## config.mk

```make
export PLATFORM = sky130hd
export DESIGN_NAME = stereo_moving_average_filter
export DESIGN_NICKNAME = d
export VERILOG_FILES = /design/src/design/smaf_pkg.sv /design/src/design/stereo_moving_average_filter.sv /design/src/design/smaf_lane.sv /design/src/design/smaf_merge.sv
export VERILOG_INCLUDE_DIRS = /design/src /design/src/design
export SDC_FILE = /design/constraint.sdc
export NUM_CORES = 2
export LEC_CHECK = 0
export ABC_AREA = 0
export CAP_MARGIN = 15
export CORE_UTILIZATION = 45
export CTS_CLUSTER_SIZE = 14
export DETAILED_ROUTE_END_ITERATION = 10
export DONT_BUFFER_PORTS = 1
export PLACE_DENSITY_LB_ADDON = 0.2
export SLEW_MARGIN = 40
export SYNTH_ARGS = -nofsm -noshare
export SYNTH_HDL_FRONTEND = slang
export SYNTH_SLANG_ARGS = --single-unit
```

## constraint.sdc

```tcl
create_clock -name clk -period 12.2 [get_ports clk]
set_input_delay 1.83 -clock clk [delete_from_list [all_inputs] [get_ports clk]]
set_output_delay 1.83 -clock clk [all_outputs]
set_load 0.03 [all_outputs]
```

## src/design/stereo_moving_average_filter_assert.svh

```systemverilog
// Assertion macros for the stereo moving-average filter.
// Expects clk and rst_n in the scope where a macro is used.
`ifndef STEREO_MOVING_AVERAGE_FILTER_ASSERT_SVH
`define STEREO_MOVING_AVERAGE_FILTER_ASSERT_SVH

// Check while out of reset.
`define SMAF_ASSERT(lbl, prop, msg) \
  lbl: assert property (@(posedge clk) disable iff (!rst_n) prop) else $error(msg);

// Check on every edge, reset included.
`define SMAF_ASSERT_ALWAYS(lbl, prop, msg) \
  lbl: assert property (@(posedge clk) prop) else $error(msg);

`endif

```

## src/design/smaf_pkg.sv

```systemverilog
// Shared types and constants for the stereo moving-average filter.
// No dependencies.
package smaf_pkg;

  localparam int DEF_MAX_TAPS = 8;
  localparam int SAMPLE_W     = 16;
  localparam int WIN_W        = 4;
  localparam int PHASE_W      = 3;

  localparam logic [PHASE_W-1:0] PHASE_IDLE = 3'd0;
  localparam logic [PHASE_W-1:0] PHASE_DONE = 3'd4;

  typedef struct packed {
    logic                       avg;
    logic                       neg;
    logic [SAMPLE_W-1:0]        quot;
    logic signed [SAMPLE_W-1:0] cur;
  } lane_res_t;

endpackage

```

## src/design/stereo_moving_average_filter.sv

```systemverilog
// Stereo moving-average filter, one left/right sample pair per transaction.
// Each transaction passes through the lane pipeline (window sum,
// magnitude, reciprocal multiply, quotient correction) and the next pair is
// accepted on the cycle its predecessor moves into the output register, so
// only one pair is in the lane pipeline at a time. Both channels run in
// parallel lanes. Write window_len through cfg_we/cfg_wdata only while idle;
// values above MAX_TAPS act as MAX_TAPS.
// Depends on smaf_pkg, smaf_lane, smaf_merge and the assertion header.
`include "stereo_moving_average_filter_assert.svh"

module stereo_moving_average_filter #(
  parameter int MAX_TAPS = smaf_pkg::DEF_MAX_TAPS
) (
  input  logic                                 clk,
  input  logic                                 rst_n,
  input  logic                                 cfg_we,
  input  logic [smaf_pkg::WIN_W-1:0]           cfg_wdata,
  input  logic                                 in_valid,
  output logic                                 in_stall,
  input  logic signed [smaf_pkg::SAMPLE_W-1:0] in_left_sample,
  input  logic signed [smaf_pkg::SAMPLE_W-1:0] in_right_sample,
  input  logic                                 in_buffer_start,
  output logic                                 out_valid,
  input  logic                                 out_stall,
  output logic signed [smaf_pkg::SAMPLE_W-1:0] out_left_out,
  output logic signed [smaf_pkg::SAMPLE_W-1:0] out_right_out
);
  import smaf_pkg::*;

  localparam int FILL_W = $clog2(MAX_TAPS);

  logic [WIN_W-1:0]   win_r;
  logic [WIN_W-1:0]   win_sat;
  logic [FILL_W-1:0]  fill_r;
  logic [FILL_W-1:0]  fill_eff;
  logic [FILL_W-1:0]  fill_nxt;
  logic [PHASE_W-1:0] phase_r;
  logic [PHASE_W-1:0] phase_nxt;
  logic               avg;
  logic               accept;
  logic               merge_free;
  logic               merge_load;
  lane_res_t          left_res;
  lane_res_t          right_res;

  assign win_sat  = (int'(win_r) > MAX_TAPS) ? WIN_W'(MAX_TAPS) : win_r;
  assign fill_eff = in_buffer_start ? '0 : fill_r;
  assign avg      = (int'(win_sat) >= 2) && (int'(fill_eff) >= int'(win_sat) - 1);
  assign fill_nxt = (int'(fill_eff) < MAX_TAPS - 1) ? fill_eff + 1'b1 : fill_eff;

  assign merge_load = (phase_r == PHASE_DONE) && merge_free;
  assign in_stall   = !((phase_r == PHASE_IDLE) || merge_load);
  assign accept     = in_valid && !in_stall;

  always_comb begin
    phase_nxt = phase_r;
    if (accept) begin
      phase_nxt = PHASE_IDLE + 1'b1;
    end else if (merge_load) begin
      phase_nxt = PHASE_IDLE;
    end else if (phase_r != PHASE_IDLE && phase_r != PHASE_DONE) begin
      phase_nxt = phase_r + 1'b1;
    end
  end

  always_ff @(posedge clk) begin
    if (!rst_n) begin
      win_r   <= '0;
      fill_r  <= '0;
      phase_r <= PHASE_IDLE;
    end else begin
      if (cfg_we) begin
        win_r <= cfg_wdata;
      end
      if (accept) begin
        fill_r <= fill_nxt;
      end
      phase_r <= phase_nxt;
    end
  end

  smaf_lane #(.MAX_TAPS(MAX_TAPS)) u_lane_left (
    .clk       (clk),
    .load      (accept),
    .win       (win_sat),
    .avg_in    (avg),
    .sample_in (in_left_sample),
    .res       (left_res)
  );

  smaf_lane #(.MAX_TAPS(MAX_TAPS)) u_lane_right (
    .clk       (clk),
    .load      (accept),
    .win       (win_sat),
    .avg_in    (avg),
    .sample_in (in_right_sample),
    .res       (right_res)
  );

  smaf_merge u_merge (
    .clk           (clk),
    .rst_n         (rst_n),
    .load          (merge_load),
    .left_res      (left_res),
    .right_res     (right_res),
    .free          (merge_free),
    .out_valid     (out_valid),
    .out_stall     (out_stall),
    .out_left_out  (out_left_out),
    .out_right_out (out_right_out)
  );

  `SMAF_ASSERT(a_accept_starts, accept |=> phase_r == PHASE_IDLE + 1'b1, "pipeline did not start")
  `SMAF_ASSERT(a_phase_advance, (phase_r != PHASE_IDLE && phase_r != PHASE_DONE) |=> phase_r == $past(phase_r) + 1'b1, "pipeline did not advance")
  `SMAF_ASSERT(a_out_from_done, $rose(out_valid) |-> $past(phase_r) == PHASE_DONE, "result without finished pipeline")
  `SMAF_ASSERT_ALWAYS(a_fill_bound, int'(fill_r) <= MAX_TAPS - 1, "fill count past history depth")

endmodule

```

## src/design/smaf_lane.sv

```systemverilog
// One channel lane: delay line, window sum and divide by the window length.
// Depends on smaf_pkg.
module smaf_lane #(
  parameter int MAX_TAPS = 8
) (
  input  logic                                 clk,
  input  logic                                 load,
  input  logic [smaf_pkg::WIN_W-1:0]           win,
  input  logic                                 avg_in,
  input  logic signed [smaf_pkg::SAMPLE_W-1:0] sample_in,
  output smaf_pkg::lane_res_t                  res
);
  import smaf_pkg::*;

  localparam int HIST  = MAX_TAPS - 1;
  localparam int SUM_W = SAMPLE_W + $clog2(MAX_TAPS);
  localparam int MAG_W = SUM_W;
  localparam int NWIN  = 2 ** WIN_W;

  logic signed [SAMPLE_W-1:0] hist_r [HIST];
  logic signed [SUM_W-1:0]    sum_r;
  logic signed [SUM_W-1:0]    sum_nxt;
  logic signed [SAMPLE_W-1:0] cur_r;
  logic                       avg_r;
  logic [MAG_W-1:0]           mag_r;
  logic                       neg_r;
  logic [2*MAG_W-1:0]         prod_r;
  logic [SAMPLE_W-1:0]        quot_r;
  logic [MAG_W-1:0]           recip_tab [NWIN];
  logic [MAG_W-1:0]           q0;
  logic [MAG_W+WIN_W-1:0]     qw;
  logic [MAG_W+WIN_W-1:0]     rem;
  logic [MAG_W-1:0]           q1;

  for (genvar g = 0; g < NWIN; g++) begin : g_recip
    if (g >= 2) begin : g_div
      localparam longint RECIP = (64'd1 << MAG_W) / g;
      assign recip_tab[g] = MAG_W'(RECIP);
    end else begin : g_none
      assign recip_tab[g] = '0;
    end
  end

  always_comb begin
    sum_nxt = SUM_W'(sample_in);
    for (int k = 0; k < HIST; k++) begin
      if (k < int'(win) - 1) begin
        sum_nxt = sum_nxt + SUM_W'(hist_r[k]);
      end
    end
  end

  always_ff @(posedge clk) begin
    if (load) begin
      for (int k = HIST - 1; k > 0; k--) begin
        hist_r[k] <= hist_r[k-1];
      end
      hist_r[0] <= sample_in;
      sum_r     <= sum_nxt;
      cur_r     <= sample_in;
      avg_r     <= avg_in;
    end
  end

  always_comb begin
    q0  = prod_r[2*MAG_W-1:MAG_W];
    qw  = q0 * win;
    rem = {{WIN_W{1'b0}}, mag_r} - qw;
    q1  = (rem >= (MAG_W+WIN_W)'(win)) ? q0 + 1'b1 : q0;
  end

  always_ff @(posedge clk) begin
    neg_r  <= sum_r[SUM_W-1];
    mag_r  <= sum_r[SUM_W-1] ? MAG_W'(-sum_r) : MAG_W'(sum_r);
    prod_r <= mag_r * recip_tab[win];
    quot_r <= q1[SAMPLE_W-1:0];
  end

  assign res.avg  = avg_r;
  assign res.neg  = neg_r;
  assign res.quot = quot_r;
  assign res.cur  = cur_r;

endmodule

```

## src/design/smaf_merge.sv

```systemverilog
// Merge stage: applies sign or passthrough for both lanes into the output register.
// Depends on smaf_pkg.
module smaf_merge (
  input  logic                                  clk,
  input  logic                                  rst_n,
  input  logic                                  load,
  input  smaf_pkg::lane_res_t                   left_res,
  input  smaf_pkg::lane_res_t                   right_res,
  output logic                                  free,
  output logic                                  out_valid,
  input  logic                                  out_stall,
  output logic signed [smaf_pkg::SAMPLE_W-1:0]  out_left_out,
  output logic signed [smaf_pkg::SAMPLE_W-1:0]  out_right_out
);
  import smaf_pkg::*;

  logic                       out_valid_r;
  logic signed [SAMPLE_W-1:0] left_r;
  logic signed [SAMPLE_W-1:0] right_r;
  logic signed [SAMPLE_W-1:0] left_nxt;
  logic signed [SAMPLE_W-1:0] right_nxt;

  function automatic logic signed [SAMPLE_W-1:0] finish(lane_res_t r);
    logic [SAMPLE_W-1:0] q;
    q = r.neg ? -r.quot : r.quot;
    return r.avg ? signed'(q) : r.cur;
  endfunction

  assign free      = !out_valid_r || !out_stall;
  assign left_nxt  = finish(left_res);
  assign right_nxt = finish(right_res);

  always_ff @(posedge clk) begin
    if (!rst_n) begin
      out_valid_r <= 1'b0;
    end else if (free) begin
      out_valid_r <= load;
    end
  end

  always_ff @(posedge clk) begin
    if (free && load) begin
      left_r  <= left_nxt;
      right_r <= right_nxt;
    end
  end

  assign out_valid     = out_valid_r;
  assign out_left_out  = left_r;
  assign out_right_out = right_r;

endmodule

```

==> results.md <==
- Master of the slowest instance on the critical path: or3b_2
- Hold buffer count at CTS: 0
- Cell occurring most often along the worst timing path: ha_1
- Number of hold violations in the final report: 0
- Die boundary width: 354.8 um
- Post-Synthesis Cell Area: approximately 0.056 mm^2
- Startpoint of the worst-slack reg-to-reg timing path: win_r[1]$_SDFFE_PN0P_
- Cell at the root of the clock tree: clkbuf_16
- Largest incremental delay on the critical path: roughly 0.45 ns
- Number of DRC markers after the initial detailed-route iteration: 2537
- Initial core utilization: between 40% and 50%
- Critical setup path kind: reg2reg
- Most instantiated flip-flop cell in the synthesis netlist: edfxtp_1
- Total Routed Length: ~150000 um
- TritonCTS Buffers: 50
- Number of antenna violations at the first check in global routing: 3
- Clock tree skew after final layout: roughly 0.037 ns
- Avg Cell Area, Syn: between 9 and 10 um^2
- Max Slew Vio Count: 0
- Setup slack after placement: 0.08601 ns
- Final worst-path cycle share: 93.96%
- Count of boundary I/O pins: 76
- Detailed-placement wirelength estimate: 117800 um
- Worst vdd ir: around 0.00018 V
- Total via count in the routed design: 42490
- Maximum clock insertion buffer count: 3
- CP Data Required Time: 12.57 ns
- Outcome: finished, final reports clean
- Endpoint of the lowest-slack register-to-register path: u_lane_right.sum_r[18]$_DFFE_PP_
- Worst-case setup margin in the final layout: around 0.74 ns
- Count of unique library cells instantiated by Yosys: 91
- Hold Path Stages: 0
- Setup slack of the worst register-to-register path: around 0.74 ns
- Overall fraction of global-route tracks in use: 24.24%
- Post-Route Utilization: 48.70%
- Setup violation total in the final timing report: 0
- Endpoint with the worst hold slack: u_lane_left.mag_r[0]$_DFF_P_
- Worst-path maximum fanout: 18
- Share of synthesized flip-flops with an asynchronous set or reset: 0%
- Number of optimization iterations in the first detailed-route pass: 5
- Average via count per standard cell: ~5.5
- Worst Max-Slew Pin Slew: 0.8475 ns
- Area Growth Syn to Fin: 7.519%
- Synth Warn #: 0
- Number of enable flip-flop cells after synthesis: approximately 300
- Number of port buffers: 0
- Core ar.: about 0.12 mm^2
- Later-pin clock latency in the skew report: 0.64 ns
- Register-to-Register Path Depth: a little under 60
- Number of global-route vias before repair: 43060
- Pin count of the biggest net entering global routing: 84
- Type of destination of the critical path: flop
- Final weighted congestion of routability-driven global placement: 0.9163
- Share of final-layout standard cells stronger than drive strength 1: 6.264%
- Worst hold path class: reg2reg
- Number of nets in the synthesized netlist: 7384
- Nets: approximately 7300
- Overall power: 16.99 mW
- Clock Sinks: 416
- Die Ht: around 350 um
- Die outline area: 0.1258 mm^2
- Per-cell routed wire length: 19.65 um
- Global-route wire length before repair: about 240000 um
- Fmax: 87.24 MHz
- Total congestion overflow after global routing: 0
- Number of core rows: roughly 130
- Register area share after synthesis: 20.15%
- Maximum level of the CTS H-tree: 2
- Total of max-cap violations: 0
- Cell Count Post-Placement: 7607
- Clock tree from TritonCTS: done
- Final standard cell count with taps included and fillers excluded: 7703
- Ant diodes: 0
- Min Clock Period, post-route: 11.46 ns
- Arrival time reported for the critical path endpoint: 11.83 ns
- Clock-pin slew of the registers on the worst-case setup and hold paths: ~0.06 ns
- Synthesized netlist cell count: 6062
- Standby leakage power: between 20 and 30 nW
- Number of storage elements in the synthesis netlist: 416
- Count of nets left with antenna violations after detail routing: 0
- Power Dens Cells: 282.1 mW/mm^2
- Count of unresolved DRC violations after routing: 0
- Startpoint class of the critical path: flop
- Min-Delay Startpoint: u_lane_left.sum_r[0]$_DFFE_PP_
- Slew HR: 43.49%
-- stage by stage --
stage	TNS, ns	hold slack (ns)	instance area (um^2)
2_1_floorplan	0	0.3462	56000
4_1_cts	0	0.3883	60090
3_5_place_dp	0	0.3742	58300
3_3_place_gp	0	0.3680	58270
5_1_grt	-0.009555	0.4076	60210
6_report	0	0.3910	60210
-- metal layers --
layer	global-route usage (%)	wire length, um
met5	0	28
met4	6.319	3994
met3	2.694	7842
met2	40.14	70610
met1	33.67	68880
-- timing repair --
item / CTS / global route
gates resized for setup: 0 / 24
setup buffers: 0 / 2
setup endpoints to repair: 0 / 8
-- cells in the final DEF, fill, tap and decap left out, types with 191 or more instances in the layout --
| cell type | count |
|---|---|
| edfxtp_1 | 295 |
| a21oi_1 | 268 |
| o21ai_0 | 191 |
| and2_1 | 249 |
| xnor2_1 | 205 |
| nor2_1 | 296 |
| nand2_1 | 736 |
| ha_1 | 590 |
| fa_1 | 690 |
| inv_1 | 843 |
-- area by class of cell --
cell class              count  area (um^2)
fillers                 11640        63430
multi-input cells        4578        40880
inverters                 848         3194
clock buffers              60         1353
well taps                1637         2048
clock inverters            34        437.9
flip-flops and latches    416        11290
repair buffers            130        998.5
-- sequential cells by signal, indices dropped and copies added (netlist names) --
register	cells
u_lane_right.hist_r	96
u_lane_right.sum_r	19
phase_r	3
u_lane_left.mag_r	19
u_lane_left.sum_r	19
u_merge.out_right_out	16
fill_r	3
win_r	4
u_lane_right.cur_r	16
u_lane_right.mag_r	19
u_lane_left.avg_r	1
u_lane_right.prod_r	19
u_merge.out_left_out	16
u_lane_left.cur_r	15
u_lane_left.quot_r	16
u_lane_left.hist_r	97
u_lane_right.quot_r	16
u_lane_left.prod_r	19
u_lane_right.neg_r	1
u_merge.out_valid	1
u_lane_left.neg_r	1
-- synthesized netlist by cell type, types with 11 or more instances --
cell,instances,area share (%)
a211o_1,16,0.25
a211oi_1,45,0.60
a21boi_0,15,0.20
a21o_1,99,1.3
a21oi_1,274,2.4
a31oi_1,34,0.38
and2_1,248,2.8
and3_1,92,1.0
buf_1,15,0.10
buf_2,14,0.13
clkbuf_1,189,1.3
dfxtp_1,121,4.3
edfxtp_1,295,16
fa_1,690,25
ha_1,590,13
inv_1,845,5.7
mux2_2,65,1.3
mux2i_1,37,0.66
nand2_1,737,4.9
nand2b_1,58,0.65
nand3_1,90,0.80
nand3b_1,11,0.15
nand4_1,34,0.38
nor2_1,301,2.0
nor2b_1,50,0.56
nor3_1,99,0.88
nor3b_1,13,0.17
nor4_1,18,0.20
o211ai_1,26,0.35
o21a_1,62,0.83
o21ai_0,193,1.7
o21ai_1,18,0.16
o21bai_1,34,0.46
o31a_1,12,0.19
o31ai_1,44,0.59
o41ai_1,15,0.23
or2_2,27,0.30
or3_1,36,0.40
or4_1,11,0.15
xnor2_1,205,3.2
xor2_1,111,1.7
-- cell families (layout without fill, tap and decap cells) --
group / after synthesis / after routing / synth area share, %
AO/OA/AOI/OAI: 1019 / 1019 / 11.86
XOR/XNOR: 318 / 318 / 5.023
adder cells (fa/ha/maj): 1280 / 1280 / 37.85
buffers and inverters: 1068 / 1072 / 7.206
flip-flops: 416 / 416 / 20.15
multiplexers: 102 / 102 / 1.969
AND/OR/NAND/NOR: 1859 / 1859 / 15.94
-- critical path: cells and delay by family (launching register included) --
kind,cells,cell delay [ns]
xor gates and xnor gates,5,0.85
DFF,1,0.40
AOI/OAI and AO/OA,18,3.42
buffers and inverters,7,0.92
and+or+nand+nor,19,3.01
muxes,1,0.14
adders and majority gates,8,2.45
-- worst max-delay path by stage --
stage	from	to	slack, ns	cells after the start
after floorplan	in_right_sample[0]	u_lane_right.sum_r[18]$_DFFE_PP_	0.87	53
after global placement	in_right_sample[0]	u_lane_right.sum_r[18]$_DFFE_PP_	0.22	54
after detailed placement	in_right_sample[0]	u_lane_right.sum_r[18]$_DFFE_PP_	0.09	54
after CTS	win_r[3]$_SDFFE_PN0P_	u_lane_right.sum_r[18]$_DFFE_PP_	0.41	59
after global routing	in_right_sample[0]	u_lane_right.sum_r[18]$_DFFE_PP_	-0.01	54
final	win_r[1]$_SDFFE_PN0P_	u_lane_right.sum_r[18]$_DFFE_PP_	0.74	58
-- power by group --
group / switching [mW] / internal [mW] / total [mW]
combinational: 7.23 / 5.36 / 12.6
sequential: 0.548 / 2.21 / 2.75
clock: 0.667 / 0.970 / 1.64
No activity file was read; power rests on OpenSTA's default activity.
